**src/sv/bounded_deque_with_filter_scan_top_macros.svh**
```systemverilog
// ----------------------------------------------------------------------------
// Assertion macros for the bounded deque
// Concurrent checks that compile to nothing when SYNTHESIS is defined.
// ----------------------------------------------------------------------------
`ifndef BOUNDED_DEQUE_WITH_FILTER_SCAN_TOP_MACROS_SVH
`define BOUNDED_DEQUE_WITH_FILTER_SCAN_TOP_MACROS_SVH

`ifndef SYNTHESIS

// Same-cycle implication, disabled during reset
`define BDFS_ASSERT_IMP(label, clk, rst, ante, cons, msg) \
  label: assert property (@(posedge clk) disable iff (rst) (ante) |-> (cons)) \
    else $error(msg);

// Next-cycle implication, disabled during reset
`define BDFS_ASSERT_NXT(label, clk, rst, ante, cons, msg) \
  label: assert property (@(posedge clk) disable iff (rst) (ante) |=> (cons)) \
    else $error(msg);

`else

`define BDFS_ASSERT_IMP(label, clk, rst, ante, cons, msg)
`define BDFS_ASSERT_NXT(label, clk, rst, ante, cons, msg)

`endif

`endif

```
**src/sv/bdfs_pkg.sv**
```systemverilog
// ----------------------------------------------------------------------------
// bdfs_pkg
// Request and status codes, widths and the result type of the bounded deque.
// ----------------------------------------------------------------------------
package bdfs_pkg;

  localparam int DATA_W        = 32;
  localparam int REQ_W         = 4;
  localparam int STATUS_W      = 2;
  localparam int OCC_W         = 6;
  localparam int DEFAULT_DEPTH = 32;
  localparam int IN_TDATA_W    = ((DATA_W + 7) / 8) * 8;
  localparam int OUT_TDATA_W   = ((DATA_W + OCC_W + 7) / 8) * 8;

  // Request codes
  localparam logic [REQ_W-1:0] REQ_PUSH_FRONT = 4'd0;
  localparam logic [REQ_W-1:0] REQ_PUSH_BACK  = 4'd1;
  localparam logic [REQ_W-1:0] REQ_POP_FRONT  = 4'd2;
  localparam logic [REQ_W-1:0] REQ_POP_BACK   = 4'd3;
  localparam logic [REQ_W-1:0] REQ_PEEK_FRONT = 4'd4;
  localparam logic [REQ_W-1:0] REQ_PEEK_BACK  = 4'd5;
  localparam logic [REQ_W-1:0] REQ_SCAN_EQ    = 4'd6;
  localparam logic [REQ_W-1:0] REQ_SCAN_LT    = 4'd7;
  localparam logic [REQ_W-1:0] REQ_SCAN_GT    = 4'd8;
  localparam logic [REQ_W-1:0] REQ_DUMP       = 4'd9;

  // Status codes
  localparam logic [STATUS_W-1:0] ST_OK    = 2'd0;
  localparam logic [STATUS_W-1:0] ST_EMPTY = 2'd1;
  localparam logic [STATUS_W-1:0] ST_FULL  = 2'd2;

  // One result beat
  typedef struct packed {
    logic signed [DATA_W-1:0] value;
    logic [STATUS_W-1:0]      status;
    logic [OCC_W-1:0]         occupancy;
    logic                     last;
  } rslt_t;

endpackage

```
**src/sv/bounded_deque_with_filter_scan_top.sv**
```systemverilog
// Push results enter the output register from the execute state after the request
// beat is accepted, pop and peek results from the RAM read state that follows it.
// A scan of n elements reads one per cycle while no held match waits on a stalled
// output; its final result loads once the walk is done and the output is free.
// Throughput: a new request is taken the cycle after the previous final result
// loads. Synchronous reset empties the deque; the element RAM is not cleared.
// ----------------------------------------------------------------------------
// bounded_deque_with_filter_scan_top
// Bounded double-ended queue of signed words with filter and dump scans.
// ----------------------------------------------------------------------------
module bounded_deque_with_filter_scan_top #(
  parameter int DEPTH = bdfs_pkg::DEFAULT_DEPTH
) (
  input  logic                                 clk,
  input  logic                                 rst,
  input  logic                                 s_tvalid,
  output logic                                 s_tready,
  input  logic [bdfs_pkg::IN_TDATA_W-1:0]      s_tdata,  // [31:0] operand_value
  input  logic [bdfs_pkg::REQ_W-1:0]           s_tuser,  // [3:0] req_type
  output logic                                 m_tvalid,
  input  logic                                 m_tready,
  output logic [bdfs_pkg::OUT_TDATA_W-1:0]     m_tdata,  // [31:0] result_value, [37:32] occupancy
  output logic [bdfs_pkg::STATUS_W-1:0]        m_tuser,  // [1:0] status
  output logic                                 m_tlast
);

  localparam int IDX_W = $clog2(DEPTH);

  logic                        ram_we;
  logic [IDX_W-1:0]            ram_waddr;
  logic [bdfs_pkg::DATA_W-1:0] ram_wdata;
  logic                        ram_re;
  logic [IDX_W-1:0]            ram_raddr;
  logic [bdfs_pkg::DATA_W-1:0] ram_rdata;
  logic                        out_free;
  logic                        out_load;
  bdfs_pkg::rslt_t             rslt_core;
  bdfs_pkg::rslt_t             rslt_out;

  bdfs_ctrl #(
    .DEPTH (DEPTH)
  ) u_ctrl (
    .clk       (clk),
    .rst       (rst),
    .in_valid  (s_tvalid),
    .in_ready  (s_tready),
    .in_req    (s_tuser),
    .in_opv    (s_tdata[bdfs_pkg::DATA_W-1:0]),
    .ram_we    (ram_we),
    .ram_waddr (ram_waddr),
    .ram_wdata (ram_wdata),
    .ram_re    (ram_re),
    .ram_raddr (ram_raddr),
    .ram_rdata (ram_rdata),
    .out_free  (out_free),
    .out_load  (out_load),
    .out_rslt  (rslt_core)
  );

  bdfs_ram #(
    .WIDTH (bdfs_pkg::DATA_W),
    .DEPTH (DEPTH)
  ) u_ram (
    .clk   (clk),
    .we    (ram_we),
    .waddr (ram_waddr),
    .wdata (ram_wdata),
    .re    (ram_re),
    .raddr (ram_raddr),
    .rdata (ram_rdata)
  );

  bdfs_out_reg u_out (
    .clk      (clk),
    .rst      (rst),
    .load     (out_load),
    .rslt_in  (rslt_core),
    .free     (out_free),
    .valid    (m_tvalid),
    .ready    (m_tready),
    .rslt_out (rslt_out)
  );

  // Pack the result beat
  assign m_tdata = bdfs_pkg::OUT_TDATA_W'({rslt_out.occupancy, rslt_out.value});
  assign m_tuser = rslt_out.status;
  assign m_tlast = rslt_out.last;

endmodule

```
**src/sv/bdfs_ram.sv**
```systemverilog
// ----------------------------------------------------------------------------
// bdfs_ram
// Generic single-write, single-read RAM; read data registered, held when idle.
// ----------------------------------------------------------------------------
module bdfs_ram #(
  parameter int WIDTH = 32,
  parameter int DEPTH = 32
) (
  input  logic                     clk,
  input  logic                     we,
  input  logic [$clog2(DEPTH)-1:0] waddr,
  input  logic [WIDTH-1:0]         wdata,
  input  logic                     re,
  input  logic [$clog2(DEPTH)-1:0] raddr,
  output logic [WIDTH-1:0]         rdata
);

  logic [WIDTH-1:0] mem [DEPTH];

  // Write port
  always_ff @(posedge clk) begin
    if (we) begin
      mem[waddr] <= wdata;
    end
  end

  // Registered read port
  always_ff @(posedge clk) begin
    if (re) begin
      rdata <= mem[raddr];
    end
  end

endmodule

```
**src/sv/bdfs_out_reg.sv**
```systemverilog
// ----------------------------------------------------------------------------
// bdfs_out_reg
// Output register between the deque control and the master stream side.
// ----------------------------------------------------------------------------
`include "bounded_deque_with_filter_scan_top_macros.svh"

module bdfs_out_reg (
  input  logic           clk,
  input  logic           rst,
  input  logic           load,
  input  bdfs_pkg::rslt_t rslt_in,
  output logic           free,
  output logic           valid,
  input  logic           ready,
  output bdfs_pkg::rslt_t rslt_out
);

  // Room for a new beat when empty or when the held beat leaves this cycle
  assign free = !valid || ready;

  // Hold valid until the beat is taken
  always_ff @(posedge clk) begin
    if (rst) begin
      valid <= 1'b0;
    end else if (load) begin
      valid <= 1'b1;
    end else if (ready) begin
      valid <= 1'b0;
    end
  end

  // Capture the payload
  always_ff @(posedge clk) begin
    if (load) begin
      rslt_out <= rslt_in;
    end
  end

  `BDFS_ASSERT_IMP(a_load_free, clk, rst, load, !valid || ready, "beat loaded over a held beat")
  `BDFS_ASSERT_NXT(a_load_shows, clk, rst, load, valid, "loaded beat not offered")
  `BDFS_ASSERT_NXT(a_hold_stall, clk, rst, valid && !ready && !load, valid, "stalled beat dropped")

endmodule

```
**src/sv/bdfs_ctrl.sv**
```systemverilog
// ----------------------------------------------------------------------------
// bdfs_ctrl
// Request sequencer: ring pointers, RAM access and the scan walk.
// ----------------------------------------------------------------------------
`include "bounded_deque_with_filter_scan_top_macros.svh"

module bdfs_ctrl #(
  parameter int DEPTH = bdfs_pkg::DEFAULT_DEPTH
) (
  input  logic                                clk,
  input  logic                                rst,
  input  logic                                in_valid,
  output logic                                in_ready,
  input  logic [bdfs_pkg::REQ_W-1:0]          in_req,
  input  logic signed [bdfs_pkg::DATA_W-1:0]  in_opv,
  output logic                                ram_we,
  output logic [$clog2(DEPTH)-1:0]            ram_waddr,
  output logic [bdfs_pkg::DATA_W-1:0]         ram_wdata,
  output logic                                ram_re,
  output logic [$clog2(DEPTH)-1:0]            ram_raddr,
  input  logic signed [bdfs_pkg::DATA_W-1:0]  ram_rdata,
  input  logic                                out_free,
  output logic                                out_load,
  output bdfs_pkg::rslt_t                     out_rslt
);

  localparam int IDX_W = $clog2(DEPTH);
  localparam int CNT_W = $clog2(DEPTH + 1);

  typedef enum logic [3:0] {
    S_IDLE = 4'b0001,
    S_EXEC = 4'b0010,
    S_READ = 4'b0100,
    S_SCAN = 4'b1000
  } state_t;

  state_t                            state, state_next;
  logic [bdfs_pkg::REQ_W-1:0]        req;
  logic signed [bdfs_pkg::DATA_W-1:0] opv;
  logic [IDX_W-1:0]                  head, head_next;
  logic [CNT_W-1:0]                  count, count_next;
  logic [CNT_W-1:0]                  scan_idx, scan_idx_next;
  logic                              rd_pend, rd_pend_next;
  logic                              held_vld, held_vld_next;
  logic signed [bdfs_pkg::DATA_W-1:0] held_val, held_val_next;
  logic                              full;
  logic                              take;
  logic                              consume;
  logic                              more;
  logic                              is_push;

  // Ring position base + off, with base < DEPTH and off < DEPTH
  function automatic logic [IDX_W-1:0] ring_add(input logic [IDX_W-1:0] base,
                                                input logic [CNT_W-1:0] off);
    logic [CNT_W:0] sum;
    sum = (CNT_W+1)'(base) + (CNT_W+1)'(off);
    if (sum >= (CNT_W+1)'(DEPTH)) begin
      sum = sum - (CNT_W+1)'(DEPTH);
    end
    return IDX_W'(sum);
  endfunction

  assign in_ready = (state == S_IDLE);
  assign full     = (count == CNT_W'(DEPTH));
  assign more     = (scan_idx < count);
  assign is_push  = (req == bdfs_pkg::REQ_PUSH_FRONT) || (req == bdfs_pkg::REQ_PUSH_BACK);

  // Filter decision on the element just read
  always_comb begin
    case (req)
      bdfs_pkg::REQ_SCAN_EQ: take = (ram_rdata == opv);
      bdfs_pkg::REQ_SCAN_LT: take = (ram_rdata < opv);
      bdfs_pkg::REQ_SCAN_GT: take = (ram_rdata > opv);
      default:               take = 1'b1;
    endcase
  end

  // An element read is used up unless a held match must leave and cannot
  assign consume = rd_pend && (!take || !held_vld || out_free);

  // Sequencer
  always_comb begin
    state_next      = state;
    head_next       = head;
    count_next      = count;
    scan_idx_next   = scan_idx;
    rd_pend_next    = rd_pend;
    held_vld_next   = held_vld;
    held_val_next   = held_val;
    ram_we          = 1'b0;
    ram_waddr       = ring_add(head, count);
    ram_wdata       = opv;
    ram_re          = 1'b0;
    ram_raddr       = head;
    out_load        = 1'b0;
    out_rslt.value  = '0;
    out_rslt.status = bdfs_pkg::ST_OK;
    out_rslt.last   = 1'b1;

    unique case (state)
      S_IDLE: begin
        if (in_valid) begin
          state_next = S_EXEC;
        end
      end

      S_EXEC: begin
        unique case (req) inside
          bdfs_pkg::REQ_PUSH_FRONT, bdfs_pkg::REQ_PUSH_BACK: begin
            if (out_free) begin
              out_load   = 1'b1;
              state_next = S_IDLE;
              if (full) begin
                out_rslt.status = bdfs_pkg::ST_FULL;
              end else begin
                ram_we     = 1'b1;
                count_next = count + CNT_W'(1);
                if (req == bdfs_pkg::REQ_PUSH_FRONT) begin
                  head_next = (head == '0) ? IDX_W'(DEPTH - 1) : head - IDX_W'(1);
                  ram_waddr = head_next;
                end
              end
            end
          end
          bdfs_pkg::REQ_POP_FRONT, bdfs_pkg::REQ_POP_BACK,
          bdfs_pkg::REQ_PEEK_FRONT, bdfs_pkg::REQ_PEEK_BACK: begin
            if (count == '0) begin
              if (out_free) begin
                out_load        = 1'b1;
                out_rslt.status = bdfs_pkg::ST_EMPTY;
                state_next      = S_IDLE;
              end
            end else begin
              ram_re     = 1'b1;
              state_next = S_READ;
              if ((req == bdfs_pkg::REQ_POP_BACK) || (req == bdfs_pkg::REQ_PEEK_BACK)) begin
                ram_raddr = ring_add(head, count - CNT_W'(1));
              end
              if (req == bdfs_pkg::REQ_POP_FRONT) begin
                head_next  = ring_add(head, CNT_W'(1));
                count_next = count - CNT_W'(1);
              end else if (req == bdfs_pkg::REQ_POP_BACK) begin
                count_next = count - CNT_W'(1);
              end
            end
          end
          bdfs_pkg::REQ_SCAN_EQ, bdfs_pkg::REQ_SCAN_LT,
          bdfs_pkg::REQ_SCAN_GT, bdfs_pkg::REQ_DUMP: begin
            scan_idx_next = '0;
            rd_pend_next  = 1'b0;
            held_vld_next = 1'b0;
            state_next    = S_SCAN;
          end
          default: begin
            // drop unused request codes without a result
            state_next = S_IDLE;
          end
        endcase
      end

      S_READ: begin
        // read data holds in the RAM register until the beat goes out
        if (out_free) begin
          out_load       = 1'b1;
          out_rslt.value = ram_rdata;
          state_next     = S_IDLE;
        end
      end

      S_SCAN: begin
        // retire the pending element that the RAM read returned
        if (consume) begin
          rd_pend_next = 1'b0;
          if (take) begin
            if (held_vld) begin
              out_load       = 1'b1;
              out_rslt.value = held_val;
              out_rslt.last  = 1'b0;
            end
            held_vld_next = 1'b1;
            held_val_next = ram_rdata;
          end
        end
        // issue the next read while the walk goes on
        if (more && (!rd_pend || consume)) begin
          ram_re        = 1'b1;
          ram_raddr     = ring_add(head, scan_idx);
          scan_idx_next = scan_idx + CNT_W'(1);
          rd_pend_next  = 1'b1;
        end
        // close the scan with the held match, or report no match
        if (!rd_pend && !more && out_free) begin
          out_load   = 1'b1;
          state_next = S_IDLE;
          if (held_vld) begin
            out_rslt.value = held_val;
          end else begin
            out_rslt.status = bdfs_pkg::ST_EMPTY;
          end
        end
      end

      default: begin
        state_next = S_IDLE;
      end
    endcase

    out_rslt.occupancy = bdfs_pkg::OCC_W'(count_next);
  end

  // Control registers
  always_ff @(posedge clk) begin
    if (rst) begin
      state    <= S_IDLE;
      head     <= '0;
      count    <= '0;
      scan_idx <= '0;
      rd_pend  <= 1'b0;
      held_vld <= 1'b0;
    end else begin
      state    <= state_next;
      head     <= head_next;
      count    <= count_next;
      scan_idx <= scan_idx_next;
      rd_pend  <= rd_pend_next;
      held_vld <= held_vld_next;
    end
  end

  // Request and match payload
  always_ff @(posedge clk) begin
    held_val <= held_val_next;
    if (in_valid && in_ready) begin
      req <= in_req;
      opv <= in_opv;
    end
  end

  `BDFS_ASSERT_IMP(a_cnt_max, clk, rst, 1'b1, count <= CNT_W'(DEPTH), "count beyond depth")
  `BDFS_ASSERT_NXT(a_push_cnt, clk, rst, state == S_EXEC && out_free && is_push && !full,
                   count == $past(count) + CNT_W'(1), "accepted push did not grow count")
  `BDFS_ASSERT_IMP(a_rd_pend, clk, rst, rd_pend, state == S_SCAN && scan_idx != '0,
                   "pending read outside a scan")

endmodule
```
**config.mk**
```make
export PLATFORM = sky130hd
export DESIGN_NAME = bounded_deque_with_filter_scan_top
export DESIGN_NICKNAME = d
export VERILOG_FILES = /design/src/sv/bdfs_pkg.sv /design/src/sv/bounded_deque_with_filter_scan_top.sv /design/src/sv/bdfs_ram.sv /design/src/sv/bdfs_out_reg.sv /design/src/sv/bdfs_ctrl.sv
export VERILOG_INCLUDE_DIRS = /design/src /design/src/sv
export SDC_FILE = /design/constraint.sdc
export NUM_CORES = 1
export LEC_CHECK = 0
export BUFFER_PORTS_ARGS = -buffer_cell sky130_fd_sc_hd__buf_2
export CAP_MARGIN = 10
export CORE_AREA = 5 5 247 369
export CTS_BUF_LIST = sky130_fd_sc_hd__clkbuf_16
export CTS_CLUSTER_SIZE = 16
export DETAILED_ROUTE_END_ITERATION = 10
export DIE_AREA = 0 0 252 374
export GPL_TIMING_DRIVEN = 0
export PLACE_DENSITY = 0.72
export REMOVE_ABC_BUFFERS = 1
export SYNTH_ARGS = -nofsm -noshare
export SYNTH_HDL_FRONTEND = slang
export SYNTH_HIERARCHICAL = 1
export SYNTH_SLANG_ARGS = --single-unit
```
**constraint.sdc**
```tcl
create_clock -name clk -period 6.5 [get_ports clk]
set_input_delay 0 -clock clk [delete_from_list [all_inputs] [get_ports clk]]
set_output_delay 0 -clock clk [all_outputs]
set_load 0.05 [all_outputs]
```
# Yosys cells after proc, flatten, opt, wreduce, memory -nomap -nowiden
# Memory sizes are Yosys's and may differ from the RTL's. A register that Yosys moved wholly into a read port is not among the register bits.
# Cells that the tools add are included.
# W data, S select, Z words.
dict set report totals {
  reg_bits 133
  ram_bits 1024
  inputBits 40
  output_inout_bits 45
  wordCells 171
  memories 1
}
dict set report op_classes {
  addsub 12
  n_lt_le_gt_ge 7
  n_eq_ne 27
  mux 80
  n_reduce_logical 30
}
# memory words width rd rd_ports_with_merged_regs wr line
set mem_list {}
lappend mem_list {u_ram.mem 32 32 1 1 1 bdfs_ram.sv:18} ;# logic [WIDTH-1:0] mem [DEPTH];
# cell n
set op_table {}
lappend op_table {{$mux W32} 5}
lappend op_table {{$mux W5} 19}
lappend op_table {{$pmux W32 S2} 1}
lappend op_table {{$mux W6} 8}
lappend op_table {{$mux W34} 1}
lappend op_table {{$eq A32 B32 Y1} 1}
lappend op_table {{$gt A32 B32 Y1} 1}
lappend op_table {{$lt A32 B32 Y1} 1}
lappend op_table {{$mux W1} 25}
lappend op_table {{$sub A5 B1 Y5 const B} 5}
lappend op_table {{$pmux W6 S2} 2}
lappend op_table {{$add A5 B6 Y7} 3}
lappend op_table {{$ge A7 B6 Y1 const B} 3}
lappend op_table {{$eq A4 B3 Y1 const B} 5}
lappend op_table {{$pmux W5 S2} 2}
lappend op_table {{$mux W4} 4}
lappend op_table {{$pmux W4 S4} 1}
lappend op_table {{$ne A2 B1 Y1 const B} 7}
lappend op_table {{$add A6 B1 Y6 const B} 2}
lappend op_table {{$eq A4 B2 Y1 const B} 3}
lappend op_table {{$eq A4 B4 Y1 const B} 3}
lappend op_table {{$pmux W4 S3} 1}
lappend op_table {{$reduce_and A3 Y1} 3}
lappend op_table {{$eq A4 B1 Y1 const B} 2}
lappend op_table {{other kinds (23)} 48}

# Longest topological paths before layout
# Gate-level depths: netlist (run 1).
dict set report logic_depth {
  depth_word 10
  ltp_mapped 18
}

# By module
# Netlist (run 1), hierarchy kept.
# module n_inst cells_per_inst area_each_um2 seq_area_each_um2
set modules_own_cells {}
lappend modules_own_cells {bdfs_ram 1 2260 40812.9 31710.4}
lappend modules_own_cells {bdfs_ctrl 1 539 5637.9 2502.4}
lappend modules_own_cells {bdfs_out_reg 1 45 1277.5 1251.2}
lappend modules_own_cells {bounded_deque_with_filter_scan_top 1 3 18.8 0.0}

# Least setup slack after synthesis (run 1)
# OpenSTA, ideal clock, no wires.
dict set report synth_timing {
  kind {register -> register}
  from {register u_ctrl.opv (netlist bit u_ctrl/ram_wdata[14])}
  to {register u_out/rslt_out[0] (netlist name)}
  arrival_time_ps 4321
  required_ps 5851
  setup_slack_ps 1530
  stages_incl_launch_ff 12
  n_path_buf 0
  period_less_slack_ps 4970
  path_cell_list {edfxtp_1 inv_1 ha_1 nand4_1 or4_4 nor4_4 mux2_2 a31o_2 nand3_1 inv_1 nand2_1 nand3_1}
}
dict set report synth_between {
  elab_chain_len 9
}
# item line
set synth_lines {}
lappend synth_lines {{start: declaration} bdfs_ctrl.sv:39} ;# logic signed [bdfs_pkg::DATA_W-1:0] opv;
lappend synth_lines {{start signal: assignment} bdfs_ctrl.sv:235} ;# opv <= in_opv;
lappend synth_lines {{$gt A32 B32 Y1 (tied with other cells)} bdfs_ctrl.sv:73} ;# bdfs_pkg::REQ_SCAN_GT: take = (ram_rdata > opv);
lappend synth_lines {{$pmux W1 S3 *} bdfs_ctrl.sv:70} ;# case (req)
lappend synth_lines {{$logic_not A1 Y1} bdfs_ctrl.sv:79} ;# assign consume = rd_pend && (!take || !held_vld || out_free);
lappend synth_lines {{$logic_or A1 B1 Y1 (2 in series)} bdfs_ctrl.sv:79}
lappend synth_lines {{$logic_and A1 B1 Y1} bdfs_ctrl.sv:79}
lappend synth_lines {{$mux W1 *} bdfs_ctrl.sv:172} ;# if (consume) begin
lappend synth_lines {{$mux W1 *} bdfs_ctrl.sv:192} ;# if (!rd_pend && !more && out_free) begin
lappend synth_lines {{$pmux W1 S3 *} bdfs_ctrl.sv:100} ;# unique case (state)
lappend synth_lines {{net out_load} bounded_deque_with_filter_scan_top.sv:36} ;# logic out_load;
# Mark *: on every way through the listed nets, which the timed path passes. The rest lies on a longest branch.
# A chain may end at the register's enable or synchronous reset.

# Worst setup path in the final report (run 1)
dict set report layout_timing {
  from {register u_ctrl.opv (netlist bit u_ctrl/ram_wdata[9])}
  to {register u_ram.rdata[25] (read register of u_ram.mem) (data pin)}
}
dict set report layout_between {
  elab_chain_len 10
}
# item line
set layout_lines {}
lappend layout_lines {{$gt A32 B32 Y1 (tied with other cells)} bdfs_ctrl.sv:73}
lappend layout_lines {{$pmux W1 S3 *} bdfs_ctrl.sv:70}
lappend layout_lines {{$logic_not A1 Y1 *} bdfs_ctrl.sv:79}
lappend layout_lines {{$logic_or A1 B1 Y1 * (2 in series)} bdfs_ctrl.sv:79}
lappend layout_lines {{$logic_and A1 B1 Y1 *} bdfs_ctrl.sv:79}
lappend layout_lines {{$logic_or A1 B1 Y1 *} bdfs_ctrl.sv:185} ;# if (more && (!rd_pend || consume)) begin
lappend layout_lines {{$logic_and A1 B1 Y1 *} bdfs_ctrl.sv:185}
lappend layout_lines {{$mux W5 *} bdfs_ctrl.sv:185}
lappend layout_lines {{$pmux W5 S2 *} bdfs_ctrl.sv:100}
lappend layout_lines {{net ram_raddr[0]} bounded_deque_with_filter_scan_top.sv:33} ;# logic [IDX_W-1:0] ram_raddr;
lappend layout_lines {{end: declaration} bdfs_ram.sv:15} ;# output logic [WIDTH-1:0] rdata
# Marks and branches as above.

==> summary.txt, run 1 <==
PWR
-----------------------------------------------------------------------------------------------
Leakage power figure                                                                    17.5 nW
Worst vdd rail ir drop                                                               0.000218 V
Share of power burned in combinational logic                                               4.1%
Total design power                                                                      15.2 mW
Internal cell power                                                                     12.0 mW
Switching part of the total                                                               20.9%
Power per unit of standard cell area                                                 274 mW/mm²
Sequential share of power                                                                 56.8%
Net Sw Power                                                                            3.19 mW
Share of total power in the clock network                                                 39.2%

ROUTING
-----------------------------------------------------------------------------------------------
Final routed wire length divided by cell count                                          29.3 µm
Count of TritonRoute iterations in the first routing pass                                     5
Iter 0 DRT Violations                                                                      3172
Residual DRC                                                                                  0
Number of nets with antenna violations after routing                                          0
Final wirelength                                                                      127000 µm
Avg Vias per Cell                                                                          6.39
Vias                                                                                      27800

FINAL LAYOUT
-----------------------------------------------------------------------------------------------
Post-Layout Cell Count                                                                     4350
Share of final-layout standard cells stronger than drive strength 1                       15.0%
Area of all placed cells without fillers                                             0.0556 mm²
Layout Nets                                                                                3216
Filler instances                                                                           5924
Layout area overhead                                                                      16.4%
Diode insertion count for antenna repair                                                      0
Final core area utilization                                                               63.6%

LOGIC SYNTHESIS
-----------------------------------------------------------------------------------------------
Avg Inst Size Synth                                                                    16.8 µm²
Area share of the largest cell type after synthesis                                       73.3%
Commonest register cell after synthesis                                                edfxtp_1
Instance count of the mapped netlist                                                       2847
Share of flip-flops with an asynchronous set or reset                                        0%
Most common library cells after synthesis                                          edfxtp_1, mux2i_1, nand2_1
Sequential element share of the synthesized area                                          74.3%
Leading cell types by total area after synthesis                                   edfxtp_1, mux2i_1, a22o_1
Number of warnings reported in the yosys synthesis log                                        6
Cell taking the most area after synthesis                                              edfxtp_1
Netlist area before placement                                                        0.0477 mm²
Most common cell in the synthesized netlist                                            edfxtp_1
Number of register bits inferred by synthesis                                              1189
Distinct cells, synth                                                                        73
Post-synth EDFFs                                                                           1165

STA
-----------------------------------------------------------------------------------------------
Hold Violations, Final                                                                        0
Max-Slew Margin vs Limit                                                                  11.4%
Minimum hold slack                                                                    0.0221 ns
Number of pins exceeding their max-slew limit in the final report                             0
Share of the clock period used by the worst path                                          96.5%
Fin Setup TNS                                                                              0 ns
Clock period minus worst slack                                                          6.27 ns
Measured slew at the worst slew-check pin                                               1.33 ns
Setup Skew                                                                            0.0238 ns
Worst path setup slack after routing                                                   0.230 ns
Timing-limited maximum frequency                                                        159 MHz
Unrepaired setup endpoints after global routing                                           false
Final setup violation count                                                                   0

PLACEMENT
-----------------------------------------------------------------------------------------------
Weighted congestion at the end of routability-driven global placement                     0.846
HPWL after DPL                                                                         72300 µm
Total of buffers placed on input and output ports                                            82
Setup slack after placement                                                           -0.911 ns
Number of placed instances with taps included                                              4007
Cell area after placement                                                            0.0509 mm²

GLOBAL ROUTE
-----------------------------------------------------------------------------------------------
Remaining global-route overflow                                                               0
Wire length of the first global-routing pass                                          181000 µm
Vias in the first global route                                                            27500
Pin count of the biggest net entering global routing                                         57
Overall fraction of global-route tracks in use                                            26.2%
Initial antenna violation count                                                               3

CLOCKING
-----------------------------------------------------------------------------------------------
CTS tree                                                                                    yes
Clock Sinks                                                                                1189
Clock buffer depth                                                                            3
Clock insertion delay at the later pin of the skew report                               0.71 ns
Cts bufs inserted                                                                           103
Master cell of the clock root buffer                                                  clkbuf_16
Clock input transition at the sequential cells of the worst setup and hold paths        0.07 ns
Maximum level of the CTS H-tree                                                               3

SETUP PATH
-----------------------------------------------------------------------------------------------
Nature of the critical path endpoint                                                       flop
Crit-path most repeated cell                                                             buf_16
Worst path depth                                                                             19
Top Family by Delay on Critical Path                                               compound AO/OA/AOI/OAI gates
Required time reported for the critical path endpoint                                   6.92 ns
Arr. time, crit path                                                                    6.69 ns
Crit path launch type                                                                      flop
Worst Path Buf+Inv                                                                            5
Delay of the slowest critical-path stage                                                0.64 ns
Slowest library cell on the worst path                                                    or4_4
Category of the critical setup timing path                                              reg2reg
Sequence of cells on the critical path                                             inv_1 > ha_1 > nand4_1 > or4_4 > o31ai_1 > o211ai_1 > and4_2 > o21ai_4 > and2_4 > a221o_4 > buf_16 > buf_16 > buf_16 > buf_16 > mux2i_1 > a22o_1 > nor3_1 > a31oi_1 > nand3_1
Number of cells on the worst reg-to-reg path                                                 19
Max Fanout on Critical Path                                                                  52

FLOORPLAN
-----------------------------------------------------------------------------------------------
Die X-Extent                                                                             252 µm
Area enclosed by the die boundary                                                    0.0942 mm²
Effective utilization at floorplan                                                        54.7%
Total number of placement rows                                                              133
Boundary Pins                                                                                85
Vert. Die Dim                                                                            374 µm
Placeable core region                                                                0.0874 mm²

WORST HOLD PATH
-----------------------------------------------------------------------------------------------
Number of cells on the worst hold path                                                        2
Type of the tightest min-delay check                                                     in2reg

RUN
-----------------------------------------------------------------------------------------------
Number of maximum-capacitance constraint violations                                           0

STATUS
-----------------------------------------------------------------------------------------------
Outcome                                                                            finished clean

[cell type report]
| type | count | area (µm²) | share of cell area (%) |
|---|---|---|---|
| flip-flops and latches | 1189 | 35500 | 63.8 |
| well taps | 1147 | 1440 | 2.58 |
| repair buffers | 311 | 3650 | 6.57 |
| inverters | 58 | 218 | 0.392 |
| multi-input cells | 1456 | 11500 | 20.8 |
| clock buffers | 105 | 2630 | 4.73 |
| clock inverters | 84 | 644 | 1.16 |
[what timing repair did]
action,4_1_cts,5_1_grt
endpoints found under the setup margin,14,4
hold endpoints to repair,59,0
hold buffers,65,0
cloned,2,1
pin swaps,1,0
buffers inserted,39,47
gates resized for setup,3,1
[power groups by stage]
stage | logic (mW) | registers, mW | clock network (mW)
floorplan | 0.202 | 8.89 | 0
global placement | 0.349 | 8.92 | 0
detailed placement | 0.328 | 8.94 | 0
CTS | 0.514 | 8.68 | 6.01
global route | 0.663 | 8.64 | 6.35
finish | 0.623 | 8.64 | 5.96
[logic make-up after synthesis]
group | count (synthesis) | share of synthesized area [%]
flops | 1189 | 74.3
mux | 518 | 10.9
compound gates | 438 | 6.36
simple gates | 417 | 4.28
buf+inv | 205 | 2.27
fa+ha+maj | 57 | 1.54
xor+xnor | 22 | 0.404
other cells | 1 | 0.00785
[worst paths after layout]
| path | from | endpoint | slack (ns) |
|---|---|---|---|
| min | s_tuser[2] | u_ctrl/req[2]$_DFFE_PP_ | 0.02 |
| min reg2reg | u_ram/rdata[5]$_DFFE_PP_ | u_ctrl/held_val[5]$_DFFE_PP_ | 0.50 |
| max reg2reg | u_ctrl/ram_wdata[9]$_DFFE_PP_ | u_ram/rdata[25]$_DFFE_PP_ | 0.23 |
| max | u_ctrl/ram_wdata[9]$_DFFE_PP_ | u_ram/rdata[25]$_DFFE_PP_ | 0.23 |
[registers in the layout (all words and copies together), names as in the netlist]
register	cells
u_ram/rdata	32
u_out/rslt_out	41
u_ctrl/held_vld	1
u_ctrl/scan_idx	6
u_ctrl/req	4
u_ctrl/ram_wdata	32
u_ctrl/held_val	32
u_ctrl/count	6
u_out/valid	1
u_ctrl/head	5
u_ctrl/rd_pend	1
u_ctrl/state	4
u_ram/mem	1024
[routing by layer]
layer | vias to the layer above | routed length [µm] | global-route usage [%]
met5 | - | 13 | 0
met4 | 2 | 7260 | 13.0
met3 | 410 | 11600 | 4.39
met2 | 1677 | 62600 | 43.8
met1 | 14000 | 46000 | 33.4
li1 | 11700 | - | -
[cell usage in the layout (no fill, tap or decap), types with 40 or more instances in the layout]
cell	instances
clkbuf_16	106
dlygate4sd3_1	65
buf_16	40
nand2_1	136
a22o_1	97
buf_12	42
mux2i_1	516
edfxtp_1	1165
ha_1	54
a21oi_1	137
a22oi_1	97
buf_2	82
nand3_1	111
buf_4	77
inv_1	75
(Power assumes the default switching activity.)
==> run 2: changes to the inputs <==
==> constraint.sdc (replaced) <==
create_clock -name clk -period 7.54 [get_ports clk]
set_input_delay 0 -clock clk [delete_from_list [all_inputs] [get_ports clk]]
set_output_delay 0 -clock clk [all_outputs]
set_load 0.05 [all_outputs]
==> run 2 against run 1 <==
Compared with the run above:
- non-clock buffer count fell by 76
- combinational power fell by 44%
- total power fell by 14%
- wire length fell by 2.4%
- sequential power fell by 13%
- clock power fell by 14%
- final cell count fell by 1.8%
- sequential cell count did not move
- global-route usage fell by 0.81 points
- count of clock-buffer cells in the layout did not move
- die area did not move
- sequential share of layout area rose by 0.75 points
- critical path type unchanged
- highest routed layer unchanged
==> summary.txt, run 2 (synthesized netlist as in run 1, its figures left out) <==
PWR
-----------------------------------------------------------------------------------------------
Worst vdd rail ir drop                                                               0.000200 V
Leakage power figure                                                                    17.1 nW
Power per unit of standard cell area                                                 237 mW/mm²

ROUTING
-----------------------------------------------------------------------------------------------
Vias                                                                                      27400
Final routed wire length divided by cell count                                          29.1 µm
Number of nets with antenna violations after routing                                          0
Residual DRC                                                                                  0
Iter 0 DRT Violations                                                                      2924
Final wirelength                                                                      124000 µm
Avg Vias per Cell                                                                          6.42
Count of TritonRoute iterations in the first routing pass                                     7

GLOBAL ROUTE
-----------------------------------------------------------------------------------------------
Pin count of the biggest net entering global routing                                         57
Initial antenna violation count                                                               4
Overall fraction of global-route tracks in use                                            25.4%
Vias in the first global route                                                            27100
Remaining global-route overflow                                                               0
Wire length of the first global-routing pass                                          176000 µm

PLACEMENT
-----------------------------------------------------------------------------------------------
HPWL after DPL                                                                         72300 µm
Weighted congestion at the end of routability-driven global placement                     0.846
Number of placed instances with taps included                                              4007
Total of buffers placed on input and output ports                                            82

SETUP PATH
-----------------------------------------------------------------------------------------------
Category of the critical setup timing path                                              reg2reg
Arr. time, crit path                                                                    7.57 ns
Crit path launch type                                                                      flop
Nature of the critical path endpoint                                                       flop
Max Fanout on Critical Path                                                                  56
Required time reported for the critical path endpoint                                   7.95 ns

STA
-----------------------------------------------------------------------------------------------
Unrepaired setup endpoints after global routing                                           false
Max-Slew Margin vs Limit                                                                  25.8%
Setup Skew                                                                            0.0252 ns
Final setup violation count                                                                   0
Minimum hold slack                                                                    0.0275 ns
Measured slew at the worst slew-check pin                                               1.11 ns
Clock period minus worst slack                                                          7.16 ns
Hold Violations, Final                                                                        0
Timing-limited maximum frequency                                                        140 MHz
Number of pins exceeding their max-slew limit in the final report                             0
Share of the clock period used by the worst path                                          95.0%

FINAL LAYOUT
-----------------------------------------------------------------------------------------------
Layout area overhead                                                                      15.1%
Largest registers                                                                  u_ram/mem x1024, u_out/rslt_out x41
Commonest non-fill, non-tap cell in the layout                                         edfxtp_1
Max reg flops                                                                              1024
Diode insertion count for antenna repair                                                      0
Post-Layout Cell Count                                                                     4273
Share of final-layout standard cells stronger than drive strength 1                       12.8%
Layout Nets                                                                                3139
Filler instances                                                                           5981
Final core area utilization                                                               62.9%
Most frequent cells in the layout                                                  edfxtp_1, mux2i_1, a21oi_1, nand2_1, nand3_1
Register bank with the most flops                                                     u_ram/mem

CLOCKING
-----------------------------------------------------------------------------------------------
Clock insertion delay at the later pin of the skew report                               0.70 ns
Number of resized instances in the post-cts repair step                                       0
Maximum level of the CTS H-tree                                                               3
Clock input transition at the sequential cells of the worst setup and hold paths        0.06 ns
Clock Sinks                                                                                1189
Cts bufs inserted                                                                           103
Master cell of the clock root buffer                                                  clkbuf_16
Clock buffer depth                                                                            3
CTS tree                                                                                    yes

FLOORPLAN
-----------------------------------------------------------------------------------------------
Boundary Pins                                                                                85
Area enclosed by the die boundary                                                    0.0942 mm²
Die X-Extent                                                                             252 µm
Vert. Die Dim                                                                            374 µm
Total number of placement rows                                                              133
Effective utilization at floorplan                                                        54.7%
Placeable core region                                                                0.0874 mm²

STATUS
-----------------------------------------------------------------------------------------------
Outcome                                                                            finished clean

WORST HOLD PATH
-----------------------------------------------------------------------------------------------
Type of the tightest min-delay check                                                     in2reg

RUN
-----------------------------------------------------------------------------------------------
Number of maximum-capacitance constraint violations                                           0

-- run 2: critical path: stages, from the launching register on --
cell      delay (ns)
edfxtp_1        0.92
inv_1           0.11
ha_1            0.38
and4_2          0.29
a221oi_1        0.70
o32a_1          0.46
and4_2          0.34
nor2_1          0.07
nor2_1          0.46
a221o_4         0.65
buf_16          0.40
buf_16          0.33
buf_16          0.37
buf_16          0.32
mux2i_1         0.23
a22o_1          0.16
nor3_1          0.05
a31oi_1         0.32
nand3_1         0.17
-- run 2: what timing repair did --
action,4_1_cts,5_1_grt
setup endpoints to repair,0,4
hold buffers,65,0
buffers inserted,0,10
hold endpoints to repair,59,0
-- run 2: through the flow --
stage | setup TNS (ns) | worst slack [ns] | instance area, µm² | power [mW]
after floorplan | -179.62 | -5.61 | 46900 | 7.84
after global placement | -310.02 | -9.66 | 48700 | 7.99
after detailed placement | 0 | 0.129 | 50900 | 7.99
after CTS | 0 | 0.0977 | 54800 | 13.1
after global routing | 0 | 0.133 | 54900 | 13.4
final | 0 | 0.377 | 54900 | 13.0
-- run 2: routing by layer --
layer  GRT usage, %  vias to the layer above  part of all wire, %
li1               -                    11600                    -
met1           32.4                    13800                   36
met2           42.6                     1619                   49
met3           4.22                      400                  9.0
met4           12.2                        2                  5.6
met5              0                        -                0.010
-- run 2: final cells by class --
type	instances	area, µm²	area share (%)
inverters	58	218	0.396
flip-flops and latches	1189	35500	64.5
repair buffers	235	3030	5.52
well taps	1147	1440	2.61
clock inverters	84	644	1.17
multi-input cells	1455	11500	21.0
clock buffers	105	2630	4.78
-- run 2: worst paths after layout --
kind                                   from                      endpoint  slack (ns)  cells past startpoint
min reg2reg        u_ram/rdata[7]$_DFFE_PP_  u_ctrl/held_val[7]$_DFFE_PP_        0.50                      0
min                              s_tuser[2]       u_ctrl/req[2]$_DFFE_PP_        0.03                      2
max reg2reg  u_ctrl/ram_wdata[23]$_DFFE_PP_     u_ram/rdata[25]$_DFFE_PP_        0.38                     18
max          u_ctrl/ram_wdata[23]$_DFFE_PP_     u_ram/rdata[25]$_DFFE_PP_        0.38                     18
-- run 2: power by group --
| part | internal [mW] | leakage, nW | total, mW | switching, mW |
|---|---|---|---|---|
| registers | 7.40 | 10.6 | 7.55 | 0.151 |
| logic | 0.123 | 4.81 | 0.351 | 0.228 |
| clock network | 2.81 | 1.67 | 5.12 | 2.32 |
| total | 10.3 | 17.1 | 13.0 | 2.69 |
